$ cat src/sv/vpsp_pkg.sv
`timescale 1ns / 1ps

package vpsp_pkg;

    localparam int DATA_W  = 8;
    localparam int VALUE_W = 32;
    localparam int POS_W   = 6;
    localparam int TDATA_W = 48;

    // Field and result kinds share one encoding
    typedef enum logic {
        KIND_INDEX  = 1'b0,
        KIND_STRING = 1'b1
    } t_kind;

    typedef struct packed {
        logic [DATA_W-1:0] data_byte;
        t_kind             field_kind;
    } t_item;

    typedef struct packed {
        t_kind              result_kind;
        logic [VALUE_W-1:0] index_value;
        logic               char_valid;
        logic [DATA_W-1:0]  char_byte;
        logic               string_end;
    } t_result;

endpackage

$ cat src/sv/vpsp_core.sv
`timescale 1ns / 1ps

module vpsp_core (
    input  logic             i_clk,
    input  logic             i_rst_n,
    input  logic             i_fire,
    input  vpsp_pkg::t_item  i_item,
    output logic             o_res_valid,
    output vpsp_pkg::t_result o_res
);

    typedef enum logic [2:0] {
        PH_IDLE,
        PH_IDX,
        PH_LEN,
        PH_ANSI,
        PH_WLO,
        PH_WHI
    } t_phase;

    t_phase                             r_phase,     n_phase;
    logic [vpsp_pkg::VALUE_W-1:0]       r_acc,       n_acc;
    logic [vpsp_pkg::POS_W-1:0]         r_bit_pos,   n_bit_pos;
    logic                               r_neg,       n_neg;
    logic [vpsp_pkg::VALUE_W-1:0]       r_remaining, n_remaining;
    logic                               r_term,      n_term;
    logic [vpsp_pkg::DATA_W-1:0]        r_low,       n_low;

    logic [vpsp_pkg::DATA_W-1:0]        b;
    logic [vpsp_pkg::VALUE_W-1:0]       shifted;
    logic [vpsp_pkg::VALUE_W-1:0]       rem_dec;
    logic [vpsp_pkg::VALUE_W-1:0]       fin_acc;
    logic [vpsp_pkg::VALUE_W-1:0]       fin_val;
    logic                               fin_en;
    logic                               fin_len;
    logic                               fin_neg;
    logic                               emit;
    logic                               last;
    logic                               zero_pair;
    logic                               res_valid;
    vpsp_pkg::t_result                  res;

    assign b       = i_item.data_byte;
    assign shifted = {{(vpsp_pkg::VALUE_W-7){1'b0}}, b[6:0]} << r_bit_pos;
    assign rem_dec = r_remaining - {{(vpsp_pkg::VALUE_W-1){1'b0}}, 1'b1};

    always_comb begin
        n_phase     = r_phase;
        n_acc       = r_acc;
        n_bit_pos   = r_bit_pos;
        n_neg       = r_neg;
        n_remaining = r_remaining;
        n_term      = r_term;
        n_low       = r_low;
        fin_en      = 1'b0;
        fin_len     = 1'b0;
        fin_neg     = 1'b0;
        fin_acc     = '0;
        emit        = 1'b0;
        last        = 1'b0;
        zero_pair   = 1'b0;
        res_valid   = 1'b0;
        res         = '0;

        case (r_phase)
            PH_IDX, PH_LEN: begin
                // Bits at position 32 and above are dropped
                if (r_bit_pos < 6'd32) begin
                    n_acc     = r_acc | shifted;
                    n_bit_pos = r_bit_pos + 6'd7;
                end
                if (!b[7]) begin
                    fin_en  = 1'b1;
                    fin_len = (r_phase == PH_LEN);
                    fin_acc = n_acc;
                    fin_neg = r_neg;
                end
            end
            PH_ANSI: begin
                emit        = !r_term && (b != '0);
                n_term      = r_term || (b == '0);
                n_remaining = rem_dec;
                last        = (rem_dec == '0);
                if (last) begin
                    n_phase = PH_IDLE;
                end
                if (emit || last) begin
                    res_valid        = 1'b1;
                    res.result_kind  = vpsp_pkg::KIND_STRING;
                    res.char_valid   = emit;
                    res.char_byte    = emit ? b : '0;
                    res.string_end   = last;
                end
            end
            PH_WLO: begin
                n_low   = b;
                n_phase = PH_WHI;
            end
            PH_WHI: begin
                zero_pair   = (r_low == '0) && (b == '0);
                emit        = !r_term && !zero_pair;
                n_term      = r_term || zero_pair;
                n_remaining = rem_dec;
                last        = (rem_dec == '0);
                n_phase     = last ? PH_IDLE : PH_WLO;
                if (emit || last) begin
                    res_valid        = 1'b1;
                    res.result_kind  = vpsp_pkg::KIND_STRING;
                    res.char_valid   = emit;
                    res.char_byte    = emit ? r_low : '0;
                    res.string_end   = last;
                end
            end
            default: begin
                // First byte of a field: sign, continue flag, 6 value bits
                n_neg     = b[7];
                n_acc     = {{(vpsp_pkg::VALUE_W-6){1'b0}}, b[5:0]};
                n_bit_pos = 6'd6;
                if (b[6]) begin
                    n_phase = (i_item.field_kind == vpsp_pkg::KIND_STRING) ? PH_LEN : PH_IDX;
                end else begin
                    fin_en  = 1'b1;
                    fin_len = (i_item.field_kind == vpsp_pkg::KIND_STRING);
                    fin_acc = n_acc;
                    fin_neg = b[7];
                end
            end
        endcase

        fin_val = fin_neg ? ('0 - fin_acc) : fin_acc;

        if (fin_en) begin
            if (!fin_len) begin
                n_phase          = PH_IDLE;
                res_valid        = 1'b1;
                res.result_kind  = vpsp_pkg::KIND_INDEX;
                res.index_value  = fin_val;
            end else begin
                n_term = 1'b0;
                n_low  = '0;
                if (fin_val == '0) begin
                    n_phase          = PH_IDLE;
                    n_remaining      = '0;
                    res_valid        = 1'b1;
                    res.result_kind  = vpsp_pkg::KIND_STRING;
                    res.string_end   = 1'b1;
                end else if (!fin_val[vpsp_pkg::VALUE_W-1]) begin
                    n_remaining = fin_val;
                    n_phase     = PH_ANSI;
                end else begin
                    // Negative length counts UTF-16LE pairs
                    n_remaining = '0 - fin_val;
                    n_phase     = PH_WLO;
                end
            end
        end
    end

    always_ff @(posedge i_clk) begin
        if (!i_rst_n) begin
            r_phase     <= PH_IDLE;
            r_acc       <= '0;
            r_bit_pos   <= '0;
            r_neg       <= 1'b0;
            r_remaining <= '0;
            r_term      <= 1'b0;
            r_low       <= '0;
        end else if (i_fire) begin
            r_phase     <= n_phase;
            r_acc       <= n_acc;
            r_bit_pos   <= n_bit_pos;
            r_neg       <= n_neg;
            r_remaining <= n_remaining;
            r_term      <= n_term;
            r_low       <= n_low;
        end
    end

    assign o_res_valid = i_fire && res_valid;
    assign o_res       = res;

endmodule

$ cat src/sv/vpsp_out_skid.sv
`timescale 1ns / 1ps

module vpsp_out_skid (
    input  logic              i_clk,
    input  logic              i_rst_n,
    input  logic              i_push,
    input  vpsp_pkg::t_result i_res,
    output logic              o_full,
    output logic              o_valid,
    input  logic              i_ready,
    output vpsp_pkg::t_result o_res
);

    logic              r_main_valid;
    logic              r_skid_valid;
    vpsp_pkg::t_result r_main;
    vpsp_pkg::t_result r_skid;
    logic              pop;

    assign pop = r_main_valid && i_ready;

    always_ff @(posedge i_clk) begin
        if (!i_rst_n) begin
            r_main_valid <= 1'b0;
            r_skid_valid <= 1'b0;
        end else if (pop) begin
            if (r_skid_valid) begin
                // Advance the held item; no push can arrive while skid is full
                r_main       <= r_skid;
                r_skid_valid <= 1'b0;
            end else begin
                r_main       <= i_res;
                r_main_valid <= i_push;
            end
        end else if (i_push) begin
            if (!r_main_valid) begin
                r_main       <= i_res;
                r_main_valid <= 1'b1;
            end else begin
                r_skid       <= i_res;
                r_skid_valid <= 1'b1;
            end
        end
    end

    assign o_full  = r_skid_valid;
    assign o_valid = r_main_valid;
    assign o_res   = r_main;

endmodule

$ cat src/sv/varint_prefixed_string_parser.sv
`timescale 1ns / 1ps
// An accepted input item is held in the input register and parsed by vpsp_core;
// its result is registered in the output skid for the master side.
// Throughput: 1 item per cycle when not stalled; the parser state updates once per
// byte in vpsp_core. An input register feeds the parser and a two-entry output skid
// holds results, so input stalls only while both output entries are full.
// Reset (synchronous, active low) empties both stages and returns the parser to idle.
module varint_prefixed_string_parser (
    input  logic                          i_clk,
    input  logic                          i_rst_n,
    input  logic                          i_s_tvalid,
    output logic                          o_s_tready,
    input  logic [vpsp_pkg::DATA_W-1:0]   i_s_tdata,  // [7:0] data_byte
    input  logic                          i_s_tuser,  // [0] field_kind
    output logic                          o_m_tvalid,
    input  logic                          i_m_tready,
    output logic [vpsp_pkg::TDATA_W-1:0]  o_m_tdata,  // [31:0] index_value, [32] char_valid,
                                                      // [40:33] char_byte, [47:41] zero
    output logic                          o_m_tuser,  // [0] result_kind
    output logic                          o_m_tlast   // string_end
);

    logic              r_in_valid;
    vpsp_pkg::t_item   r_in;
    logic              fire;
    logic              skid_full;
    logic              res_valid;
    vpsp_pkg::t_result res;
    vpsp_pkg::t_result out_res;

    assign fire       = r_in_valid && !skid_full;
    assign o_s_tready = !r_in_valid || fire;

    always_ff @(posedge i_clk) begin
        if (!i_rst_n) begin
            r_in_valid <= 1'b0;
        end else if (o_s_tready) begin
            r_in_valid <= i_s_tvalid;
            r_in.data_byte  <= i_s_tdata;
            r_in.field_kind <= vpsp_pkg::t_kind'(i_s_tuser);
        end
    end

    vpsp_core u_core (
        .i_clk       (i_clk),
        .i_rst_n     (i_rst_n),
        .i_fire      (fire),
        .i_item      (r_in),
        .o_res_valid (res_valid),
        .o_res       (res)
    );

    vpsp_out_skid u_out (
        .i_clk   (i_clk),
        .i_rst_n (i_rst_n),
        .i_push  (res_valid),
        .i_res   (res),
        .o_full  (skid_full),
        .o_valid (o_m_tvalid),
        .i_ready (i_m_tready),
        .o_res   (out_res)
    );

    assign o_m_tdata = {{(vpsp_pkg::TDATA_W-vpsp_pkg::VALUE_W-vpsp_pkg::DATA_W-1){1'b0}},
                        out_res.char_byte, out_res.char_valid, out_res.index_value};
    assign o_m_tuser = out_res.result_kind;
    assign o_m_tlast = out_res.string_end;

endmodule

$ cat config.mk
export PLATFORM = sky130hd
export DESIGN_NAME = varint_prefixed_string_parser
export DESIGN_NICKNAME = d
export VERILOG_FILES = /design/src/sv/vpsp_pkg.sv /design/src/sv/vpsp_core.sv /design/src/sv/vpsp_out_skid.sv /design/src/sv/varint_prefixed_string_parser.sv
export SDC_FILE = /design/constraint.sdc
export NUM_CORES = 1
export LEC_CHECK = 0
export BUFFER_PORTS_ARGS = -buffer_cell sky130_fd_sc_hd__buf_2
export CORE_UTILIZATION = 36
export CTS_BUF_LIST = sky130_fd_sc_hd__clkbuf_16
export CTS_CLUSTER_SIZE = 14
export DETAILED_ROUTE_END_ITERATION = 16
export GPL_TIMING_DRIVEN = 0
export SETUP_SLACK_MARGIN = 0.1
export SYNTH_ARGS = -nofsm -noshare
export SYNTH_HDL_FRONTEND = slang
export SYNTH_SLANG_ARGS = --single-unit
$ cat constraint.sdc
create_clock -name i_clk -period 14.05 [get_ports i_clk]
set_input_delay 2.81 -clock i_clk [delete_from_list [all_inputs] [get_ports i_clk]]
set_output_delay 2.81 -clock i_clk [all_outputs]
set_load 0.01 [all_outputs]
==> out/qor.yml <==
floorplanning:
  start_util: 0.3686
  coreArea_sq_mm: 0.03270
  io_pins: 65
  fp.dieH_microns: 185.0
  die_area_sq_mm: 0.03422
  num_rows: 66
  chipWidth_microns: 185.0
final_layout:
  drive_gt1_frac: 0.1370
  final_area_sq_mm: 0.01359
  area_growth_pct: 12.72
  fillCellCount: 3304
  diodes: 0
  nets: 1487
  multi_input_area_sq_mm: 0.006955
  seq_area_sq_mm: 0.004574
clock_tree:
  clk_pin_slew_ns: 0.08
  cts.sinks: 181
  clkLatencyLatePin_ns: 0.47
  cts_setup_buffers: 0
  tritoncts: "built"
  numCtsBuffers: 17
  htree_levels: 4
  clockRootBuffer: "clkbuf_16"
  cts_hold_buf: 0
  clockBufferDepth: 2
  cts-resized-gates: 0
sta:
  fin_crit_sh: 0.4820
  rsz0062_at_grt: "false"
  hold_viol: 0
  final_max_slew_viol_count: 0
  relSlewSlack: 0.05704
  worstMarginPinSlew_ns: 1.410
  setup_viol: 0
  setup_tns_ns: 0
  max_freq_ghz: 0.1477
  min_period_ns: 6.773
  fin_worst_skew_ns: 0.02223
critical_path:
  cp.required_ns: 14.21
  crit_fanout: 23
  reg2reg_to: "u_out.r_skid[24]$_DFFE_PP_"
  arrival_ns: 6.93
  cpPeakStageDelay_ns: 0.66
  crit_chain: "buf_2 > xnor2_1 > nor2_2 > buf_2 > buf_2 > a22o_1 > inv_1 > ha_1 > o21ai_0 > nor3_2 > and3_1 > a31oi_1 > o211ai_1 > nand2_1 > nor4_4 > nand4_4 > nor4_4 > o2111a_2 > buf_16"
  crit_path_end_kind: "flop"
  reg2reg_from: "u_core.r_phase[0]$_SDFFE_PN0P_"
  crit_path_frequent_cell: "buf_2"
  critPathSlowestCell: "nor4_4"
  reg2reg_slack_ns: 7.28
  reg2reg_depth: 19
  worstSetupStartpointType: "flop"
  critPathKind: "flop to flop"
global_routing:
  antenna_found_initial: 1
  grt_pass1_vias: 10888
  grt_pass1_wl_mm: 64.53
  grt_max_degree: 44
  grt_use_total: 0.2495
  grt-ovfl-total: 0
power_and_ir_drop:
  p_leak_nw: 4.920
  power_density_mw_per_mm2: 118.8
  finalPower_mw: 1.614
  p_int_mw: 0.9857
  swShare: 0.3892
  p_sw_mw: 0.6280
  p_seq_frac: 0.366
  pwr-share-clk: 0.311
  pwr-share-comb: 0.323
  ir_drop_mv: 0.09197
route:
  drt-total-wl_mm: 42.25
  num_vias: 11694
  ant_nets: 0
  drc: 0
  viasPerCell: 6.078
  drt_pass1_iterations: 6
  wl_per_cell_microns: 21.96
  drt-initial-drc-count: 1424
synthesis:
  seq_area_frac_synth: 0.3794
  synth_top_area_cell: "edfxtp_1"
  synth-edff-count: 95
  ys_ff_latch: 181
  synth_flop_cell: "edfxtp_1"
  syn_inst: 1385
  syn_area_per_cell_sq_um: 8.704
  synth.top_cells.by_area: "edfxtp_1 (24%), dfxtp_1 (14%), nor2_1 (5.1%), a21oi_1 (4.6%), nand2_1 (3.5%)"
  async_flop_share: 0
  ys.warnings.count: 0
  ys_types: 107
  synth_common_cells: "nor2_1 (164), a21oi_1 (111), nand2_1 (111)"
  synth_most_common_cell: "nor2_1"
  syn_area_sq_mm: 0.01206
  synth_top_area_share: 0.2366
worst_hold_path:
  holdCritStartpoint: "u_core.r_acc[29]$_SDFFE_PN0P_"
  hold_end: "u_core.r_acc[29]$_SDFFE_PN0P_"
  hold_path_class: "flop to flop"
  hold_path_depth: 2
place:
  dpl_cell_area_sq_mm: 0.01297
  place.gp.congestion: 0.9967
  port_buffers: 57
  dp_hpwl_mm: 32.14
flow_run:
  cap_viol_max_count: 0
run_status:
  status: "completed"
[state kept, by name, summed over array words and instances (netlist names)]
signal	flops
u_core.r_acc	32
u_core.r_remaining	32
u_out.o_valid	1
u_out.r_skid	43
u_core.r_phase	3
u_core.r_neg	1
u_core.r_low	8
u_core.r_term	1
r_in_valid	1
r_in	9
u_core.r_bit_pos	6
u_out.o_res	43
u_out.o_full	1
[layout by cell type, fill, tap and decap left out, types with 17 or more instances in the layout]
master / instances
clkbuf_16: 17
nor2b_1: 23
a31oi_1: 35
xor2_1: 24
dfxtp_1: 86
buf_2: 77
clkbuf_1: 62
o31ai_1: 30
nand3_1: 34
inv_1: 29
nor2_1: 164
xnor2_1: 41
or3_1: 19
mux2_2: 26
nor3_1: 33
a21oi_1: 111
nor4_1: 20
o21ai_0: 68
edfxtp_1: 95
nand2_1: 111
[power groups by stage]
stage | logic [mW] | registers (mW) | clock network (mW)
final | 0.521 | 0.590 | 0.503
after CTS | 0.506 | 0.590 | 0.508
after floorplan | 0.352 | 0.601 | 0
after global routing | 0.555 | 0.593 | 0.527
after global placement | 0.500 | 0.602 | 0
after detailed placement | 0.503 | 0.602 | 0
[area by class of cell]
cell class | instances | share of cell area
sequential | 181 | 0.3366
multi-input combinational | 1085 | 0.5118
inverter | 29 | 0.008010
tap | 442 | 0.04070
clock buffer | 17 | 0.03130
timing repair buffer | 59 | 0.02449
clock inverter | 15 | 0.01455
buffer | 96 | 0.03250
[critical path: cells and delay by family, from the launching register on]
family / cells / cell delay, ns
AOI/OAI and AO/OA: 5 / 1.79
xor gates and xnor gates: 1 / 0.42
adders and majority gates: 1 / 0.28
buffers and inverters: 5 / 1.08
DFF: 1 / 0.30
and+or+nand+nor: 7 / 2.58
[metrics by stage]
step / hold slack (ns) / instances / util / worst slack [ns]
6_report: 0.4798 / 1924 / 0.4156 / 7.277
5_1_grt: 0.5129 / 1924 / 0.4156 / 6.934
3_5_place_dp: 0.4572 / 1892 / 0.3965 / 7.477
2_1_floorplan: 0.4316 / 1391 / - / 8.443
3_3_place_gp: 0.4516 / 1890 / 0.3950 / 6.726
4_1_cts: 0.4784 / 1924 / 0.4156 / 7.428
[worst max path at each step]
stage	startpoint	end	slack [ns]	cells past startpoint
floorplan	u_core.r_phase[0]$_SDFFE_PN0P_	u_out.o_res[0]$_DFFE_PP_	8.44	18
global placement	u_core.r_phase[0]$_SDFFE_PN0P_	u_out.r_skid[2]$_DFFE_PP_	6.73	18
detailed placement	u_core.r_phase[0]$_SDFFE_PN0P_	u_out.r_skid[19]$_DFFE_PP_	7.48	19
CTS	u_core.r_phase[0]$_SDFFE_PN0P_	u_out.r_skid[21]$_DFFE_PP_	7.43	19
global route	u_core.r_phase[0]$_SDFFE_PN0P_	u_out.r_skid[34]$_DFFE_PP_	6.93	19
finish	u_core.r_phase[0]$_SDFFE_PN0P_	u_out.r_skid[24]$_DFFE_PP_	7.28	19
[layer usage]
| metal | vias up | wire [microns] | track usage |
|---|---|---|---|
| li1 | 5376 | - | - |
| met1 | 5620 | 18380 | 0.3339 |
| met2 | 600 | 18650 | 0.3856 |
| met3 | 98 | 3545 | 0.05112 |
| met4 | 0 | 1675 | 0.1124 |
| met5 | - | 0 | 0 |
[logic make-up after synthesis]
logic type	after synthesis	share of synthesized area
and+or+nand+nor	534	0.2300
buffers and inverters	125	0.04567
muxes	47	0.04577
AOI/OAI and AO/OA	425	0.2437
DFF	181	0.3795
adders and majority gates	5	0.005189
xor gates and xnor gates	67	0.04992
other	1	0.0003111
Power figures use the tool's default switching activity.
